$ cat src/rtl/pcbl_pkg.sv
// Shared types, codes and reset values for the pulse-count backlight controller.
`default_nettype none

package pcbl_pkg;

    typedef enum logic [1:0] {
        CMD_SET_LEVEL = 2'd0,
        CMD_SUSPEND   = 2'd1,
        CMD_RESUME    = 2'd2,
        CMD_TICK      = 2'd3
    } cmd_t;

    typedef enum logic [1:0] {
        PH_IDLE = 2'd0,
        PH_HOLD = 2'd1,
        PH_KEEP = 2'd2,
        PH_LOW  = 2'd3
    } phase_t;

    typedef enum logic [1:0] {
        CFG_HOLD_TICKS  = 2'd0,
        CFG_PULSE_TICKS = 2'd1,
        CFG_STEP_COUNT  = 2'd2
    } cfg_idx_t;

    localparam int unsigned CFG_IDX_W  = 2;
    localparam int unsigned CFG_DATA_W = 16;
    localparam int unsigned OUT_DATA_W = 8;

    localparam logic [15:0] HOLD_TICKS_RST  = 16'd3000;
    localparam logic [7:0]  PULSE_TICKS_RST = 8'd1;
    localparam logic [4:0]  STEP_COUNT_RST  = 5'd17;
    localparam logic [7:0]  SAVED_LEVEL_RST = 8'd1;
    localparam logic [3:0]  LEVEL_MAX       = 4'd15;

    typedef struct packed {
        logic [15:0] hold_ticks;
        logic [7:0]  pulse_ticks;
        logic [4:0]  step_count;
    } cfg_t;

    typedef struct packed {
        cmd_t        cmd;
        logic [7:0]  level;
    } item_t;

    typedef struct packed {
        logic rejected;
        logic busy_res;
        logic line;
    } result_t;

    // Pulse count for a raw signed level: step_count minus level clamped to 0..15.
    function automatic logic [4:0] pulses_for(input logic [7:0] raw, input logic [4:0] step);
        logic [4:0] lv;
        begin
            if (raw[7])
                lv = 5'd0;
            else if (raw[6:0] > {3'd0, LEVEL_MAX})
                lv = {1'b0, LEVEL_MAX};
            else
                lv = {1'b0, raw[3:0]};
            pulses_for = (step > lv) ? (step - lv) : 5'd0;
        end
    endfunction

endpackage

`default_nettype wire

$ cat src/rtl/pcbl_cfg_regs.sv
// Configuration register file: hold time, half-pulse time and step count.
`default_nettype none

module pcbl_cfg_regs
    import pcbl_pkg::*;
(
    input  wire logic                  clk,
    input  wire logic                  rst_n,
    input  wire logic                  cfg_valid,
    output logic                       cfg_ready,
    input  wire logic [CFG_IDX_W-1:0]  cfg_index,
    input  wire logic [CFG_DATA_W-1:0] cfg_data,
    output cfg_t                       cfg
);

    cfg_t cfg_reg;
    cfg_t cfg_next;

    assign cfg_ready = 1'b1;
    assign cfg        = cfg_reg;

    always_comb
    begin
        cfg_next = cfg_reg;
        if (cfg_valid)
        begin
            unique case (cfg_idx_t'(cfg_index))
                CFG_HOLD_TICKS:  cfg_next.hold_ticks  = cfg_data;
                CFG_PULSE_TICKS: cfg_next.pulse_ticks = cfg_data[7:0];
                CFG_STEP_COUNT:  cfg_next.step_count  = cfg_data[4:0];
                default:         cfg_next = cfg_reg;
            endcase
        end
    end

    always_ff @(posedge clk or negedge rst_n)
    begin
        if (!rst_n)
        begin
            cfg_reg.hold_ticks  <= HOLD_TICKS_RST;
            cfg_reg.pulse_ticks <= PULSE_TICKS_RST;
            cfg_reg.step_count  <= STEP_COUNT_RST;
        end
        else
        begin
            cfg_reg <= cfg_next;
        end
    end

endmodule

`default_nettype wire

$ cat src/rtl/pcbl_in_stage.sv
// Input register: capture one command word and hold it until the core takes it.
`default_nettype none

module pcbl_in_stage
    import pcbl_pkg::*;
(
    input  wire logic       clk,
    input  wire logic       rst_n,
    input  wire logic       s_tvalid,
    output logic            s_tready,
    input  wire logic [1:0] s_tuser,
    input  wire logic [7:0] s_tdata,
    input  wire logic       take,
    output logic            item_valid,
    output item_t           item
);

    logic  valid_reg;
    logic  valid_next;
    item_t item_reg;
    logic  s_accept;

    assign s_tready   = !valid_reg || take;
    assign s_accept   = s_tvalid && s_tready;
    assign item_valid = valid_reg;
    assign item       = item_reg;

    always_comb
    begin
        valid_next = valid_reg;
        if (s_accept)
            valid_next = 1'b1;
        else if (take)
            valid_next = 1'b0;
    end

    always_ff @(posedge clk or negedge rst_n)
    begin
        if (!rst_n)
            valid_reg <= 1'b0;
        else
            valid_reg <= valid_next;
    end

    always_ff @(posedge clk)
    begin
        if (s_accept)
        begin
            item_reg.cmd   <= cmd_t'(s_tuser);
            item_reg.level <= s_tdata;
        end
    end

endmodule

`default_nettype wire

$ cat src/rtl/pcbl_core.sv
// Sequencer core: line state, hold/pulse phase counters and command decode.
`default_nettype none

module pcbl_core
    import pcbl_pkg::*;
(
    input  wire logic  clk,
    input  wire logic  rst_n,
    input  wire cfg_t  cfg,
    input  wire logic  fire,
    input  wire item_t item,
    output result_t    result
);

    logic        line_reg,      line_next;
    logic        suspended_reg, suspended_next;
    logic [7:0]  saved_reg,     saved_next;
    phase_t      phase_reg,     phase_next;
    logic [15:0] tick_reg,      tick_next;
    logic [4:0]  pulses_reg,    pulses_next;
    logic        rejected;

    logic [15:0] hold_dur;
    logic [15:0] pulse_dur;
    logic [4:0]  start_pulses;

    assign hold_dur  = (cfg.hold_ticks == 16'd0) ? 16'd1 : cfg.hold_ticks;
    assign pulse_dur = (cfg.pulse_ticks == 8'd0) ? 16'd1 : {8'd0, cfg.pulse_ticks};

    // Resume replays the stored level, set level uses the fresh one.
    assign start_pulses = pulses_for((item.cmd == CMD_RESUME) ? saved_reg : item.level,
                                     cfg.step_count);

    always_comb
    begin
        line_next      = line_reg;
        suspended_next = suspended_reg;
        saved_next     = saved_reg;
        phase_next     = phase_reg;
        tick_next      = tick_reg;
        pulses_next    = pulses_reg;
        rejected       = 1'b0;

        if (item.cmd == CMD_TICK)
        begin
            if (phase_reg != PH_IDLE)
            begin
                if (tick_reg > 16'd1)
                begin
                    tick_next = tick_reg - 16'd1;
                end
                else
                begin
                    unique case (phase_reg)
                        PH_HOLD:
                        begin
                            if (pulses_reg != 5'd0)
                            begin
                                phase_next = PH_KEEP;
                                tick_next  = pulse_dur;
                            end
                            else
                            begin
                                phase_next = PH_IDLE;
                                tick_next  = 16'd0;
                            end
                        end
                        PH_KEEP:
                        begin
                            line_next  = 1'b0;
                            phase_next = PH_LOW;
                            tick_next  = pulse_dur;
                        end
                        PH_LOW:
                        begin
                            line_next   = 1'b1;
                            pulses_next = pulses_reg - 5'd1;
                            if (pulses_reg != 5'd1)
                            begin
                                phase_next = PH_KEEP;
                                tick_next  = pulse_dur;
                            end
                            else
                            begin
                                phase_next = PH_IDLE;
                                tick_next  = 16'd0;
                            end
                        end
                        default:
                        begin
                            phase_next = PH_IDLE;
                        end
                    endcase
                end
            end
        end
        else if (phase_reg != PH_IDLE)
        begin
            rejected = 1'b1;
        end
        else
        begin
            // Commands that reach here start a hold, except a nonzero level while suspended.
            if (item.cmd == CMD_SET_LEVEL && item.level != 8'd0 && suspended_reg)
            begin
                saved_next = item.level;
            end
            else
            begin
                line_next  = 1'b0;
                phase_next = PH_HOLD;
                tick_next  = hold_dur;
                if (item.cmd == CMD_SUSPEND || item.level == 8'd0 && item.cmd == CMD_SET_LEVEL)
                    pulses_next = 5'd0;
                else
                    pulses_next = start_pulses;
                if (item.cmd == CMD_SUSPEND)
                    suspended_next = 1'b1;
                else if (item.cmd == CMD_RESUME)
                    suspended_next = 1'b0;
            end
        end
    end

    assign result.line     = line_next;
    assign result.busy_res = (phase_next != PH_IDLE);
    assign result.rejected = rejected;

    always_ff @(posedge clk or negedge rst_n)
    begin
        if (!rst_n)
        begin
            line_reg      <= 1'b0;
            suspended_reg <= 1'b0;
            saved_reg     <= SAVED_LEVEL_RST;
            phase_reg     <= PH_IDLE;
            tick_reg      <= 16'd0;
            pulses_reg    <= 5'd0;
        end
        else if (fire)
        begin
            line_reg      <= line_next;
            suspended_reg <= suspended_next;
            saved_reg     <= saved_next;
            phase_reg     <= phase_next;
            tick_reg      <= tick_next;
            pulses_reg    <= pulses_next;
        end
    end

endmodule

`default_nettype wire

$ cat src/rtl/pcbl_out_stage.sv
// Result register: hold one result word until the sink takes it.
`default_nettype none

module pcbl_out_stage
    import pcbl_pkg::*;
(
    input  wire logic                  clk,
    input  wire logic                  rst_n,
    input  wire logic                  load,
    input  wire result_t               result,
    output logic                       can_load,
    output logic                       m_tvalid,
    input  wire logic                  m_tready,
    output logic [OUT_DATA_W-1:0]      m_tdata
);

    logic    valid_reg;
    logic    valid_next;
    result_t result_reg;

    assign can_load = !valid_reg || m_tready;
    assign m_tvalid = valid_reg;
    assign m_tdata  = {{(OUT_DATA_W - 3){1'b0}}, result_reg};

    always_comb
    begin
        valid_next = valid_reg;
        if (load)
            valid_next = 1'b1;
        else if (m_tready)
            valid_next = 1'b0;
    end

    always_ff @(posedge clk or negedge rst_n)
    begin
        if (!rst_n)
            valid_reg <= 1'b0;
        else
            valid_reg <= valid_next;
    end

    always_ff @(posedge clk)
    begin
        if (load)
            result_reg <= result;
    end

endmodule

`default_nettype wire

$ cat src/rtl/pulse_count_backlight_controller.sv
// Top level of the single-wire pulse-count backlight controller.
//
//  channel  direction  handshake                 payload
//  -------  ---------  ------------------------  -------------------------------------
//  s_       in         s_tvalid / s_tready       s_tuser[1:0] cmd, s_tdata[7:0] level
//  m_       out        m_tvalid / m_tready       m_tdata[0] line, [1] busy_res,
//                                                [2] rejected, [7:3] zero
//  cfg_     in         cfg_valid / cfg_ready     cfg_index[1:0], cfg_data[15:0]
//
// One command word is taken per cycle while the sink keeps up. Each result word is
// written into the result register when the core takes its command from the input
// register, which waits while the result register is full and not being drained.
// The core's state update is one compare/decrement of the 16-bit tick counter.
// Reset clears the line low, drops the suspend mark, restores the stored level to 1,
// idles the sequencer and loads the hold, half-pulse and step registers with 3000, 1, 17.
// While m_tready is low the result word holds, the input register takes one more word,
// and then s_tready drops until the sink drains. cfg_ready is always high.
`default_nettype none

module pulse_count_backlight_controller
    import pcbl_pkg::*;
(
    input  wire logic                  clk,
    input  wire logic                  rst_n,
    input  wire logic                  s_tvalid,
    output logic                       s_tready,
    input  wire logic [1:0]            s_tuser,   // [1:0] cmd
    input  wire logic [7:0]            s_tdata,   // [7:0] level (signed)
    output logic                       m_tvalid,
    input  wire logic                  m_tready,
    output logic [OUT_DATA_W-1:0]      m_tdata,   // [0] line, [1] busy_res, [2] rejected
    input  wire logic                  cfg_valid,
    output logic                       cfg_ready,
    input  wire logic [CFG_IDX_W-1:0]  cfg_index,
    input  wire logic [CFG_DATA_W-1:0] cfg_data
);

    cfg_t    cfg;
    item_t   item;
    logic    item_valid;
    logic    out_can_load;
    logic    fire;
    result_t result;

    // Advance the core only when a command is waiting and the result register has room.
    assign fire = item_valid && out_can_load;

    pcbl_cfg_regs u_cfg_regs (
        .clk       (clk),
        .rst_n     (rst_n),
        .cfg_valid (cfg_valid),
        .cfg_ready (cfg_ready),
        .cfg_index (cfg_index),
        .cfg_data  (cfg_data),
        .cfg       (cfg)
    );

    pcbl_in_stage u_in_stage (
        .clk        (clk),
        .rst_n      (rst_n),
        .s_tvalid   (s_tvalid),
        .s_tready   (s_tready),
        .s_tuser    (s_tuser),
        .s_tdata    (s_tdata),
        .take       (fire),
        .item_valid (item_valid),
        .item       (item)
    );

    pcbl_core u_core (
        .clk    (clk),
        .rst_n  (rst_n),
        .cfg    (cfg),
        .fire   (fire),
        .item   (item),
        .result (result)
    );

    pcbl_out_stage u_out_stage (
        .clk      (clk),
        .rst_n    (rst_n),
        .load     (fire),
        .result   (result),
        .can_load (out_can_load),
        .m_tvalid (m_tvalid),
        .m_tready (m_tready),
        .m_tdata  (m_tdata)
    );

endmodule

`default_nettype wire

$ cat config.mk
export PLATFORM = sky130hd
export DESIGN_NAME = pulse_count_backlight_controller
export DESIGN_NICKNAME = d
export VERILOG_FILES = /design/src/rtl/pcbl_pkg.sv /design/src/rtl/pcbl_cfg_regs.sv /design/src/rtl/pcbl_in_stage.sv /design/src/rtl/pcbl_core.sv /design/src/rtl/pcbl_out_stage.sv /design/src/rtl/pulse_count_backlight_controller.sv
export SDC_FILE = /design/constraint.sdc
export NUM_CORES = 1
export LEC_CHECK = 0
export ABC_CLOCK_PERIOD_IN_PS = 7100
export BUFFER_PORTS_ARGS = -buffer_cell sky130_fd_sc_hd__buf_4
export CAP_MARGIN = 20
export CELL_PAD_IN_SITES_DETAIL_PLACEMENT = 1
export CELL_PAD_IN_SITES_GLOBAL_PLACEMENT = 2
export CORE_MARGIN = 1.5
export CORE_UTILIZATION = 38
export DETAILED_ROUTE_END_ITERATION = 6
export PLACE_DENSITY_LB_ADDON = 0.3
export SLEW_MARGIN = 40
export SYNTH_ARGS = -nofsm -noshare
export SYNTH_HDL_FRONTEND = slang
export SYNTH_SLANG_ARGS = --single-unit
$ cat constraint.sdc
create_clock -name clk -period 7.1 [get_ports clk]
set_input_delay 1.065 -clock clk [delete_from_list [all_inputs] [get_ports clk]]
set_output_delay 1.065 -clock clk [all_outputs]
set_load 0.005 [all_outputs]
# Yosys cells after proc, flatten, opt, wreduce, memory -nomap -nowiden
# Cells that the tools add are included.
# word_totals
register_bits,77
wordCells,111
# classes
n_reduce_logical,29
bitwise,3
add_sub_neg,3
muxes,42
n_lt_le_gt_ge,3
eq_ne,15
# op_table
cell,count
$mux W16,8
$pmux W16 S3,1
$mux W5,8
$gt A16 B1 Y1 const B,1
$logic_not A16 Y1,1
$logic_not A8 Y1,2
$mux W8,2
$sub A16 B1 Y16 const B,1
$mux W2,7
$mux W1,12
$eq A2 B2 Y1 const B,5
$reduce_and A5 Y1,2
$reduce_bool A2 Y1,5
$mux W4,2
$reduce_bool A8 Y1,1
$gt A7 B4 Y1 const B,1
$eq A2 B1 Y1 const B,3
$ne A2 B2 Y1 const B,3
$pmux W2 S3,1
$reduce_and A2 Y1,3
$reduce_and A6 Y1,1
$gt A5 B4 Y1,1
$logic_and A1 B1 Y1,5
$ne A5 B1 Y1 const B,1
11 further kinds,18

# Longest topological paths before layout
# logic_depth
word_depth,11
depth_mapped,13
ltp_nobuf,13

# Cells and area by module
# A second synthesis with hierarchy kept.
# unflattened
cells_unflattened,402
area_unflattened_um2,4296.6
# modules_own_cells
mod,instances,seq_area_each_um2,area_per_inst_um2,cells_per_inst
pcbl_core,1,827.0,2636.3,311
pcbl_cfg_regs,1,738.2,1121.1,64
pcbl_in_stage,1,325.3,354.1,14
pcbl_out_stage,1,115.1,178.9,12
pulse_count_backlight_controller,1,0.0,6.3,1

# Worst setup path after synthesis
# No wires, ideal clock.
# synth_timing
kind,register to register
startpoint,"reg u_in_stage.item_reg, in the netlist u_in_stage.item[8]"
endpoint,reg u_core.pulses_reg[3]
period_less_slack_ps,3076
path_slack_ps,4024
stages_incl_launch_ff,14
n_path_buf,0
t_arrival_ps,2950
cell_sequence,edfxtp_1 inv_1 ha_1 or4b_1 o21ai_0 nand2_1 nand2_1 ha_1 nor2b_1 o21ai_0 a21boi_0 o311a_1 and4bb_1 a221o_1
# synth_via
elab_chain_len,11
elab_cells_between_ends,25
classes_between,1 x add/sub; 2 x order compare; 8 x eq/ne; 8 x mux; 6 x reduce/logical
# synth_lines
item,line_no,source
"start, declared",pcbl_in_stage.sv:20,item_t item_reg;
$eq A2 B2 Y1,pcbl_core.sv:31,"assign start_pulses = pulses_for((item.cmd == CMD_RESUME) ? saved_reg : item.level,"
$mux W8,pcbl_core.sv:31,
$gt A7 B4 Y1,pcbl_pkg.sv:59,"else if (raw[6:0] > {3'd0, LEVEL_MAX})"
$mux W4,pcbl_pkg.sv:59,
$mux W4,pcbl_pkg.sv:57,if (raw[7])
$sub A5 B4 Y5 / $gt A5 B4 Y1 (equally long branches),pcbl_pkg.sv:63,pulses_for = (step > lv) ? (step - lv) : 5'd0;
$mux W5,pcbl_pkg.sv:63,
$mux W5,pcbl_core.sv:113,if (item.cmd == CMD_SUSPEND || item.level == 8'd0 && item.cmd == CMD_SET_LEVEL)
$mux W5,pcbl_core.sv:104,if (item.cmd == CMD_SET_LEVEL && item.level != 8'd0 && suspended_reg)
$mux W5,pcbl_core.sv:97,else if (phase_reg != PH_IDLE)
$mux W5,pcbl_core.sv:44,if (item.cmd == CMD_TICK)
"end signal, assigned",pcbl_core.sv:147,pulses_reg <= pulses_next;
"end, declared",pcbl_core.sv:20,"logic [4:0] pulses_reg, pulses_next;"
# Several ways; a longest one is shown, not always the timed one. The select of a mux whose other input is x is not followed.
# A chain may end at the register's enable or synchronous reset.

# Worst setup path in the final report
# Same ends and word-level chain as after synthesis.

==> flow_summary_export.csv <==
group,metric,value,unit
outcome,status,"finished clean",
routing,routed_wl,10230,µm
final_layout,nets,477,
pwr,totalPowerFinal,1.710,mW
cts,cts_inserted_buffers,9,
logic_synthesis,synth_cell_types,75,
logic_synthesis,synthCells,388,
routing,met2_wirelength,4943,µm
placement,place_congestion,0.7804,
logic_synthesis,synth_edf_count,13,
final_layout,final_cell_area,5032,µm²
sta,slew_headroom,0.5330,
final_layout,largest_reg_flops,29,
sta,finalSetupViolations,0,
floorplan,die-area,12030,µm²
setup_path,cp_slowest_cell,"or4b_1",
logic_synthesis,synth_top_area_frac,0.3068,
sta,rsz0062_at_grt,"false",
cts,post_cts_resized,0,
logic_synthesis,synthTopCellsByArea,"dfrtp_1 (31%), mux2_2 (9.6%), edfxtp_1 (9.0%)",
routing,vias,3147,
setup_path,rr_worst_depth,13,
logic_synthesis,netlist_area,4323,µm²
final_layout,syn2layout_area_growth,16.41,%
hold_path,hold_depth,1,
routing,drcViolationCount,0,
sta,maxSlewViolCount,0,
pwr,power.clock.fraction,0.291,
sta,fin_crit_sh,0.4748,
final_layout,fin_cells,570,
setup_path,path_cells,"inv_1 > ha_1 > or4b_1 > o21ai_0 > nand2_1 > nand2_1 > ha_1 > nor2b_1 > o21ai_0 > a21boi_0 > o311a_1 > and4bb_1 > a221o_1",
logic_synthesis,yosysWarnings,0,
cts,postCtsHoldBufs,0,
routing,highest_layer,"met4",
floorplan,io-pin-count,44,
grt,grt_max_degree,65,
logic_synthesis,yosysTopAreaCell,"dfrtp_1",
cts,postCtsSetupBuffers,0,
final_layout,layout-drive-gt1-share,0.2884,
sta,max_freq,296.6,MHz
sta,fin_tns_setup,0,ns
grt,grt_util_all_layers,0.1898,
setup_path,slowest_delay,0.56,ns
pwr,ir_drop,195.3,µV
pwr,p_int,1.101,mW
grt,antenna_found_initial,0,
routing,drt-pass1-iter-count,4,
sta,tightest_slew,0.6979,ns
placement,dp.cells,554,
routing,wl_met1,4738,µm
floorplan,start_util,0.3936,
cts,htreeDepth,3,
floorplan,core,10980,µm²
grt,overflow,0,
pwr,sw_frac_of_total,0.3561,
routing,ant_nets,0,
floorplan,num_rows,38,
setup_path,worst_setup_path_end_kind,"flop",
setup_path,crit_buf_inv,1,
pwr,p_sw,0.6090,mW
cts,cts.clk_slew.worst_paths,0.06,ns
final_layout,n_antenna_cell,0,
routing,vias_per_cell,5.521,
logic_synthesis,dominantRegCellSynth,"dfrtp_1",
grt,grt_pass1_vias,3458,
grt,grt_pass1_wl,17250,µm
routing,drt_iter0_drc,84,
cts,cts.root.buffer_cell,"clkbuf_16",
logic_synthesis,async_flop_share,0.8312,
cts,cts_buffer_depth,2,
setup_path,worstSetupPathDepth,13,
setup_path,cp-start-kind,"flop",
setup_path,crit_family,"compound AO/OA/AOI/OAI gates",
placement,port_buffers,37,
sta,hold_violations,0,
routing,met3_length,319,µm
sta,finalCriticalPeriod,3.371,ns
final_layout,finalCoreUtilization,0.4582,
pwr,pwr-share-seq,0.412,
setup_path,arrival,3.59,ns
hold_path,hold_class,"reg -> reg",
sta,skew,0.007125,ns
setup_path,critPathRequiredTime,7.32,ns
cts,cts_sinks,77,
placement,dp_slack,3.729,ns
placement,place_area,4701,µm²
floorplan,die_w,109.7,µm
setup_path,cp_max_fo,7,
flow_run,cap_violations,0,
setup_path,crit_type,"reg -> reg",
pwr,power_density,339.8,nW/µm²
logic_synthesis,synth_most_common_cell,"dfrtp_1",
sta,fin_ws,3.729,ns
cts,cts_tree,"done",
pwr,leakage,2.075,nW
logic_synthesis,syn_area_per_cell,11.14,µm²
pwr,pwr-share-comb,0.298,
sta,hold_ws,0.4931,ns
routing,wire_per_inst,17.94,µm
logic_synthesis,netlist_top_cells_count,"dfrtp_1 (53), mux2_2 (37), nand2_1 (28), nor2_1 (23), o21ai_0 (23)",
logic_synthesis,ys_seq_area_frac,0.4640,
floorplan,die_y,109.7,µm
placement,dp_hpwl,7459,µm
logic_synthesis,synth_seq_cells,77,
cts,clk_latency,0.34,ns
-- final timing paths --
| kind | from | end | slack (ns) |
|---|---|---|---|
| hold reg to reg | u_in_stage.item_valid | u_out_stage.m_tvalid | 0.49 |
| hold / removal | u_in_stage.item_valid | u_out_stage.m_tvalid | 0.49 |
| max in group asynchronous | rst_n | u_cfg_regs.cfg[10] | 5.96 |
| setup / recovery | u_in_stage.item[8] | u_core.pulses_reg[3] | 3.73 |
| min in group asynchronous | rst_n | u_core.line_reg | 0.71 |
| setup reg to reg | u_in_stage.item[8] | u_core.pulses_reg[3] | 3.73 |
-- worst register-to-register path, stage by stage, from the launching register on --
cell and delay [ns]:
edfxtp_1 0.42, inv_1 0.11, ha_1 0.27, or4b_1 0.56, o21ai_0 0.19, nand2_1 0.07
nand2_1 0.11, ha_1 0.25, nor2b_1 0.13, o21ai_0 0.19, a21boi_0 0.14, o311a_1 0.35
and4bb_1 0.21, a221o_1 0.26
-- power by group through the flow --
stage	logic (mW)	registers, mW	clock network, mW
6_report	0.509	0.704	0.497
5_1_grt	0.577	0.725	0.529
4_1_cts	0.519	0.705	0.512
3_5_place_dp	0.513	0.711	0
3_3_place_gp	0.495	0.704	0
2_1_floorplan	0.402	0.669	0
-- metal layers --
metal,global-route usage,up-vias
met2,0.3057,51
met4,0.07699,0
met1,0.2491,1560
li1,-,1515
met5,0,-
met3,0.03912,21
-- placed cells by master (no fill, tap or decap), types with 9 or more instances in the layout --
cell        n
dfstp_2    11
o21ai_1    10
edfxtp_1   13
ha_1       18
buf_4      38
dfrtp_1    53
o21ai_0    23
nand2_1    28
inv_1      18
a21oi_1    12
nor3_1      9
nor2_1     23
clkbuf_16  10
mux2_2     37
nor4_1     11
-- logic make-up after synthesis --
logic type	share of synthesized area
buffers and inverters	0.03994
AOI/OAI and AO/OA	0.1740
adders and majority gates	0.05673
xor gates and xnor gates	0.004053
and+or+nand+nor	0.1586
other	0.001737
muxes	0.1010
DFF	0.4640
-- cell type report --
cell class / count / area (µm²)
Multi-Input combinational cell: 280 / 2160
Timing Repair Buffer: 39 / 296.5
Fill cell: 1202 / 5951
Inverter: 18 / 67.56
Tap cell: 140 / 175.2
Clock inverter: 5 / 63.81
Clock buffer: 11 / 264.0
Sequential cell: 77 / 2006
No activity file was read; power rests on OpenSTA's default activity.
